**config.mk**
```make
export PLATFORM = sky130hd
export DESIGN_NAME = hsv_to_rgb_converter_top
export DESIGN_NICKNAME = d
export VERILOG_FILES = /design/src/sv/hsv2rgb_pkg.sv /design/src/sv/hsv2rgb_chan.sv /design/src/sv/hsv_to_rgb_converter_top.sv
export SDC_FILE = /design/constraint.sdc
export NUM_CORES = 2
export LEC_CHECK = 0
export ABC_AREA = 1
export BUFFER_PORTS_ARGS = -buffer_cell sky130_fd_sc_hd__buf_2
export CELL_PAD_IN_SITES_DETAIL_PLACEMENT = 1
export CELL_PAD_IN_SITES_GLOBAL_PLACEMENT = 1
export CORE_MARGIN = 1
export CORE_UTILIZATION = 45
export DETAILED_ROUTE_END_ITERATION = 7
export PLACE_DENSITY_LB_ADDON = 0.1
export REMOVE_ABC_BUFFERS = 1
export SLEW_MARGIN = 20
export SYNTH_ARGS = -nofsm -noshare
export SYNTH_HDL_FRONTEND = slang
export SYNTH_SLANG_ARGS = --single-unit
```
**constraint.sdc**
```tcl
create_clock -name clk -period 9.44 [get_ports clk]
set_input_delay 1.416 -clock clk [delete_from_list [all_inputs] [get_ports clk]]
set_output_delay 1.416 -clock clk [all_outputs]
set_load 0.02 [all_outputs]
```
**src/sv/hsv2rgb_pkg.sv**
```systemverilog
// ----------------------------------------------------------------------------
// hsv2rgb_pkg
// Shared types and constants for the HSV to RGB converter.
// ----------------------------------------------------------------------------
package hsv2rgb_pkg;

  localparam logic [15:0] HUE_FULL_TURN = 16'd46080;
  localparam logic [12:0] HUE_SECTOR    = 13'd7680;
  localparam logic [12:0] FRAC_ONE      = 13'd4096;

  // sector start angles in 1/128 degree
  localparam logic [15:0] SEC1_BASE = 16'd7680;
  localparam logic [15:0] SEC2_BASE = 16'd15360;
  localparam logic [15:0] SEC3_BASE = 16'd23040;
  localparam logic [15:0] SEC4_BASE = 16'd30720;
  localparam logic [15:0] SEC5_BASE = 16'd38400;

  // 1.0 as a weight numerator: FRAC_ONE * HUE_SECTOR
  localparam logic [24:0] WEIGHT_ONE = 25'd31457280;

  // 255 / (4096 * 4096 * 7680) = 17 / 2^33
  localparam int unsigned SCALE_SHIFT = 33;

  // cycles through one channel datapath
  localparam int unsigned CHAN_LATENCY = 4;
  // cycles from an accepted start to done
  localparam int unsigned LATENCY      = 3 + CHAN_LATENCY;

  typedef enum logic [2:0] {
    SEC_0 = 3'd0,
    SEC_1 = 3'd1,
    SEC_2 = 3'd2,
    SEC_3 = 3'd3,
    SEC_4 = 3'd4,
    SEC_5 = 3'd5
  } sector_t;

  typedef struct packed {
    logic [15:0] hue;
    logic [12:0] saturation;
    logic [12:0] brightness;
  } hsv_t;

  typedef struct packed {
    logic [7:0] red_level;
    logic [7:0] green_level;
    logic [7:0] blue_level;
  } rgb_t;

endpackage

```
**src/sv/hsv2rgb_chan.sv**
```systemverilog
// ----------------------------------------------------------------------------
// hsv2rgb_chan
// One color channel: level = floor(17 * v * (WEIGHT_ONE - s * x) / 2^33), four stages.
// ----------------------------------------------------------------------------
module hsv2rgb_chan
  import hsv2rgb_pkg::*;
(
  input  logic        clk,
  input  logic [12:0] sat,
  input  logic [12:0] val,
  input  logic [12:0] wsel,
  output logic [7:0]  level
);

  logic [25:0] sx_full;
  logic [24:0] sx;
  logic [12:0] val1;
  logic [24:0] weight;
  logic [12:0] val2;
  logic [37:0] prod;
  logic [42:0] scaled;

  assign sx_full = 26'(sat) * 26'(wsel);

  always_ff @(posedge clk) begin
    sx   <= sx_full[24:0];
    val1 <= val;
  end

  always_ff @(posedge clk) begin
    weight <= WEIGHT_ONE - sx;
    val2   <= val1;
  end

  always_ff @(posedge clk) begin
    prod <= 38'(val2) * 38'(weight);
  end

  // times 17 as shift and add
  assign scaled = (43'(prod) << 4) + 43'(prod);

  always_ff @(posedge clk) begin
    level <= scaled[SCALE_SHIFT +: 8];
  end

endmodule

```
**src/sv/hsv_to_rgb_converter_top.sv**
```systemverilog
// ----------------------------------------------------------------------------
// hsv_to_rgb_converter_top
// HSV to 8-bit RGB color conversion, fully pipelined.
// A taken start beat passes stages 1 to 3 and then the channel pipeline; done rises with rgb.
// Throughput: one beat per cycle outside reset; every stage takes a new beat each cycle.
// busy is high only while rst is high; results cannot be held off.
// Reset clears the valid pipeline only; in-flight beats are dropped.
// ----------------------------------------------------------------------------
module hsv_to_rgb_converter_top
  import hsv2rgb_pkg::*;
(
  input  logic clk,
  input  logic rst,
  input  logic start,
  output logic busy,
  input  hsv_t hsv,
  output logic done,
  output rgb_t rgb
);

  logic [LATENCY-1:0] valid;
  logic               take;

  logic [15:0] h1;
  logic [12:0] s1;
  logic [12:0] v1;

  sector_t     sec_next;
  logic [15:0] base_next;
  sector_t     sec2;
  logic [12:0] rem2;
  logic [12:0] s2;
  logic [12:0] v2;

  logic [12:0] xr_next;
  logic [12:0] xg_next;
  logic [12:0] xb_next;
  logic [12:0] tail;
  logic [12:0] xr3;
  logic [12:0] xg3;
  logic [12:0] xb3;
  logic [12:0] s3;
  logic [12:0] v3;

  assign busy = rst;
  assign take = start && !busy;

  always_ff @(posedge clk) begin
    if (rst) begin
      valid <= '0;
    end else begin
      valid <= {valid[LATENCY-2:0], take};
    end
  end

  assign done = valid[LATENCY-1];

  // stage 1: wrap hue, clamp fractions
  always_ff @(posedge clk) begin
    h1 <= (hsv.hue >= HUE_FULL_TURN) ? hsv.hue - HUE_FULL_TURN : hsv.hue;
    s1 <= (hsv.saturation > FRAC_ONE) ? FRAC_ONE : hsv.saturation;
    v1 <= (hsv.brightness > FRAC_ONE) ? FRAC_ONE : hsv.brightness;
  end

  // stage 2: sector and remainder
  always_comb begin
    priority if (h1 < SEC1_BASE) begin
      sec_next  = SEC_0;
      base_next = '0;
    end else if (h1 < SEC2_BASE) begin
      sec_next  = SEC_1;
      base_next = SEC1_BASE;
    end else if (h1 < SEC3_BASE) begin
      sec_next  = SEC_2;
      base_next = SEC2_BASE;
    end else if (h1 < SEC4_BASE) begin
      sec_next  = SEC_3;
      base_next = SEC3_BASE;
    end else if (h1 < SEC5_BASE) begin
      sec_next  = SEC_4;
      base_next = SEC4_BASE;
    end else begin
      sec_next  = SEC_5;
      base_next = SEC5_BASE;
    end
  end

  always_ff @(posedge clk) begin
    sec2 <= sec_next;
    rem2 <= 13'(h1 - base_next);
    s2   <= s1;
    v2   <= v1;
  end

  // stage 3: per-channel weight select (v: 0, p: full, q: rem, t: sector - rem)
  assign tail = HUE_SECTOR - rem2;

  always_comb begin
    unique case (sec2)
      SEC_0: begin
        xr_next = '0;
        xg_next = tail;
        xb_next = HUE_SECTOR;
      end
      SEC_1: begin
        xr_next = rem2;
        xg_next = '0;
        xb_next = HUE_SECTOR;
      end
      SEC_2: begin
        xr_next = HUE_SECTOR;
        xg_next = '0;
        xb_next = tail;
      end
      SEC_3: begin
        xr_next = HUE_SECTOR;
        xg_next = rem2;
        xb_next = '0;
      end
      SEC_4: begin
        xr_next = tail;
        xg_next = HUE_SECTOR;
        xb_next = '0;
      end
      SEC_5: begin
        xr_next = '0;
        xg_next = HUE_SECTOR;
        xb_next = rem2;
      end
      default: begin
        xr_next = '0;
        xg_next = '0;
        xb_next = '0;
      end
    endcase
  end

  always_ff @(posedge clk) begin
    xr3 <= xr_next;
    xg3 <= xg_next;
    xb3 <= xb_next;
    s3  <= s2;
    v3  <= v2;
  end

  hsv2rgb_chan u_red (
    .clk   (clk),
    .sat   (s3),
    .val   (v3),
    .wsel  (xr3),
    .level (rgb.red_level)
  );

  hsv2rgb_chan u_green (
    .clk   (clk),
    .sat   (s3),
    .val   (v3),
    .wsel  (xg3),
    .level (rgb.green_level)
  );

  hsv2rgb_chan u_blue (
    .clk   (clk),
    .sat   (s3),
    .val   (v3),
    .wsel  (xb3),
    .level (rgb.blue_level)
  );

endmodule

```
### Word level (Yosys, flattened, before mapping)

Index checks and enable logic that the tools add are counted.

* register bits after elaboration: 470
* output and inout bits: 26
* word-level logic and storage cells: 78

* add/subtract/negate cells: 9
* $mul: 6
* order comparisons: 8
* equality and inequality tests: 5
* multiplexer cells: 13
* reduce and logical (&&, ||, !) cells: 8

Operators with widths (number)
* $add 41x38->41: 3
* $pmux 13 s3: 3
* $mul 13x25->38: 3
* $mul 13x13->25: 3
* $sub 25x25->25 const A: 3
* $mux 13: 4
* $lt 16x15->1 const B: 2
* $gt 13x13->1 const B: 2
* $ge 16x16->1 const B: 1
* $lt 16x13->1 const B: 1
* $lt 16x14->1 const B: 1
* $lt 16x16->1 const B: 1
* $mux 16: 1
* $sub 16x16->16 const B: 1
* $sub 13x13->13: 1
* $sub 13x13->13 const A: 1
* $mux 12: 1
* $reduce_or 2->1: 4
* $eq 3x2->1 const B: 2
* $eq 3x3->1 const B: 2
* $mux 2: 2
* $reduce_or 4->1: 1
* $eq 3x1->1 const B: 1
* $logic_not 3->1: 1
* other kinds (3): 4

### Depth between registers and ports, before layout

* depth after elaboration: 7
* mapped depth: 26
* gate-level depth less buffers: 24

### Modules after synthesis

A second synthesis with hierarchy kept.

* cell total of the unflattened synthesis: 9425
* area total of the unflattened synthesis: 69783.2 um^2

Modules (own cells, without submodules)
* hsv2rgb_chan at u_blue: times used 1, cells an instance 2994, area an instance 21765.9 um^2, sequential area each 2442.3 um^2
* hsv2rgb_chan at u_red: times used 1, cells an instance 2971, area an instance 21632.0 um^2, sequential area each 2442.3 um^2
* hsv2rgb_chan at u_green: times used 1, cells an instance 2966, area an instance 21607.0 um^2, sequential area each 2442.3 um^2
* hsv_to_rgb_converter_top: times used 1, cells an instance 494, area an instance 4778.3 um^2, sequential area each 3123.0 um^2

### Worst setup path after synthesis

No wires, ideal clock.

* kind: reg-to-reg
* start: register u_green.val2[4] (netlist name)
* end: register u_red.prod[37]
* library setup time: 0.112 ns
* arrival time: 4.675 ns
* setup slack: 4.653 ns
* cell stages (with the launch flop): 22
* buffers on the path: 2
* period minus slack after synthesis: 4.787 ns
* path through: dfxtp_1 -> clkbuf_1 -> buf_1 -> nand2_1 -> fa_1 -> fa_1 -> fa_1 -> inv_1 -> fa_1 -> inv_1 -> fa_1 -> inv_1 -> ha_1 -> nand2_1 -> nor2_1 -> nand3_1 -> nand3_1 -> nand2_1 -> nand2_1 -> nand2_1 -> nand3b_1 -> nand2_1

RTL lines
* end signal, assigned: line hsv2rgb_chan.sv:36 `prod <= 38'(val2) * 38'(weight);`
* end, declared: line hsv2rgb_chan.sv:20 `logic [37:0] prod;`

==> results.tsv <==
metric	value	unit
row count	142	
final setup skew	0.04288	ns
first-pass GRT wire length	312100	um
actual slew at the worst max-slew pin	0.8855	ns
worst-path maximum fanout	31	
Finished Layout Cells	11210	
Num CTS Buffers	56	
Sum Neg Setup Slack	0	ns
Critical Path Sink	u_red.prod[37]$_DFF_P_	
CP Data Required Time	9.98	ns
Final Worst Setup Slack	3.351	ns
Finish-stage setup viols	0	
maximum capacitance violations	0	
Post-synth ARST share	0	%
fraction of layout cells with a size suffix above 1	2.751	%
post_cts resized	0	
CTS H-tree lvls	2	
Pre-antenna DRT Iters	5	
die width	391.2	um
initial antenna violation count	0	
Final period util	64.50	%
largest net degree at the start of global routing	76	
CORE AREA	150100	um2
#FFs+latches synth	470	
status	completed	
ys flop type	dfxtp_1	
Storage cell area	9427	um2
most frequent cells in the layout	nand2_1 (2804), inv_1 (2474), fa_1 (1120), ha_1 (561), nor2_1 (472)	
endpoints failing hold	0	
unrepaired setup endpoints after global routing	false	
CTS Buffer Depth	3	
sequential area share after synthesis	13.80	%
GRT overflow	0	
port bufs	70	
Total GRT Usage	25.19	%
CTS tree	yes	
f_max	164.2	MHz
R2R Setup Slk	3.35	ns
Ys Warns	0	
Clock Tree Root	clkbuf_16	
post-synth top area share	32.89	%
DRC Markers	0	
fin. max-slew vios	0	
initial drt markers	2271	
crit path time final	6.089	ns
multi-input logic area	48400	um2
vias in the first global route	61350	
post-synthesis cell area	68160	um2
Hold Path Class	flop to flop	
dpl cells	11110	
Worst R2R Path Depth	21	
Synth area leader	fa_1	
Area Growth Syn to Fin	5.938	%
clock latency at the later pin of the worst-skew pair	0.69	ns
die area	153000	um2
Detailed Route WL	187300	um
leading post-synthesis cells by cell area	fa_1 (33%), nand2_1 (15%), dfxtp_1 (14%)	
Starting Density	45.40	%
Avg Cell Area, Syn	7.353	um2
Post-DP HPWL	153600	um
reg-to-reg endpoint	u_red.prod[37]$_DFF_P_	
Die H	391.2	um
total vias in the final route	55310	
CTS Hold Bufs	0	
Setup crit end kind	flop	
commonest non-fill, non-tap cell in the layout	nand2_1	
critical path startpoint category	flop	
number of cells produced by synthesis	9270	
num ports	71	
clk sinks	470	
Post-CTS Setup Bufs	0	
worst slack, placed	3.398	ns
dpl cell area	70300	um2
CP startpoint	u_green.val2[5]$_DFF_P_	
via/cell ratio	4.933	
finished layout cell area	72210	um2
Reg clk slew, reported paths	0.06	ns
ANT cells	0	
drt wl/cell	16.70	um
GPL Wtd Cong	0.8654	
nets	10880	
remaining antenna violation count after routing	0	
data arrival time of the worst path	6.63	ns
R2R Path Start	u_green.val2[5]$_DFF_P_	
Critical Setup Path Class	flop to flop	
relative slew slack	40.89	%
library cells used by synthesis	46	
Fill cells	19100	
Post-synth EDFFs	0	
## layer usage
metal | share of wire (%) | vias up | track usage [%]
met1 | 47 | 27820 | 34.77
met5 | 0 | - | 0
met3 | 3.4 | 206 | 2.108
met2 | 48 | 784 | 43.08
met4 | 1.9 | 0 | 5.105
li1 | - | 26500 | -
## how the worst min path moves through the flow
stage | startpoint | end | slack (ns) | cells after the start
final | u_blue.val1[11]$_DFF_P_ | u_green.val2[11]$_DFF_P_ | 0.32 | 0
after global placement | s2[3]$_DFF_P_ | s3[3]$_DFF_P_ | 0.31 | 0
after floorplan | h1[0]$_DFF_P_ | rem2[0]$_DFF_P_ | 0.31 | 0
after global routing | s1[0]$_SDFF_PN0_ | s2[0]$_DFF_P_ | 0.32 | 0
after CTS | s1[0]$_SDFF_PN0_ | s2[0]$_DFF_P_ | 0.32 | 0
after detailed placement | v1[5]$_SDFF_PN0_ | v2[5]$_DFF_P_ | 0.31 | 0
## kinds of logic (layout without fill, tap and decap cells)
kind of cell / count (synthesis) / count (layout) / synth area share (%)
and+or+nand+nor: 3690 / 3690 / 21.52
buffers and inverters: 2756 / 2683 / 15.18
adders and majority gates: 1681 / 1681 / 43.19
AOI/OAI and AO/OA: 481 / 481 / 3.836
DFF: 470 / 470 / 13.80
xor gates and xnor gates: 192 / 192 / 2.467
## registers in the layout, indices dropped and copies added (netlist names), 16 cells and up
name / count
u_green.weight: 25
u_red.weight: 25
u_green.prod: 38
u_red.sx: 25
u_green.sx: 25
h1: 16
u_blue.sx: 25
u_blue.weight: 25
u_blue.prod: 38
u_red.prod: 38
## cells in the mapped netlist (3+ instances only)
cell      number
a31oi_1        6
o21bai_1      23
nor2_1       472
and2_1        15
a21oi_1      269
nand2_2        3
nor2_2         6
nand3_1      234
ha_1         561
o21a_1         9
inv_2          3
nand4_1       48
nand2_1     2804
o211ai_1       8
nand3b_1       9
nor4_1         7
o21ai_2        4
nor3_1        59
nor3_2         7
nand3_2        4
xor2_1       156
inv_1       2474
dfxtp_1      470
or2_2          4
buf_1         60
fa_1        1120
o22ai_1       22
a21o_1        19
xnor2_1       36
nor3_4         4
o21ai_0      118
clkbuf_1     217
## area by class of cell
class	instances	area share [%]
Clock inverter	31	0.5475
Multi-Input combinational cell	6044	67.03
Inverter	2477	12.88
Tap cell	2016	3.493
Timing Repair Buffer	105	0.9010
Sequential cell	470	13.05
Clock buffer	70	2.097
## metrics by stage
| stage | hold WS, ns | utilization [%] |
|---|---|---|
| final | 0.3207 | 48.10 |
| after global routing | 0.3230 | 48.10 |
| after CTS | 0.3221 | 48.10 |
| after detailed placement | 0.3132 | 46.83 |
| after global placement | 0.3103 | 46.83 |
| after floorplan | 0.3096 | - |
## critical path, stage by stage, from the launching register on
cell	delay (ns)
dfxtp_2	0.83
buf_4	0.48
buf_4	0.39
nand2_1	0.12
fa_1	0.56
fa_1	0.45
fa_1	0.55
inv_1	0.05
fa_1	0.49
inv_1	0.06
fa_1	0.47
inv_1	0.04
ha_1	0.34
nand2_1	0.13
nor2_1	0.21
nand3_1	0.12
nand3_1	0.15
nand2_1	0.07
nand2_1	0.14
nand2_1	0.09
nand3b_1	0.09
nand2_1	0.06
Power is left out: the tool's default activity adds up to more than one toggle a clock period on the data nets, which glitch-free logic cannot reach.
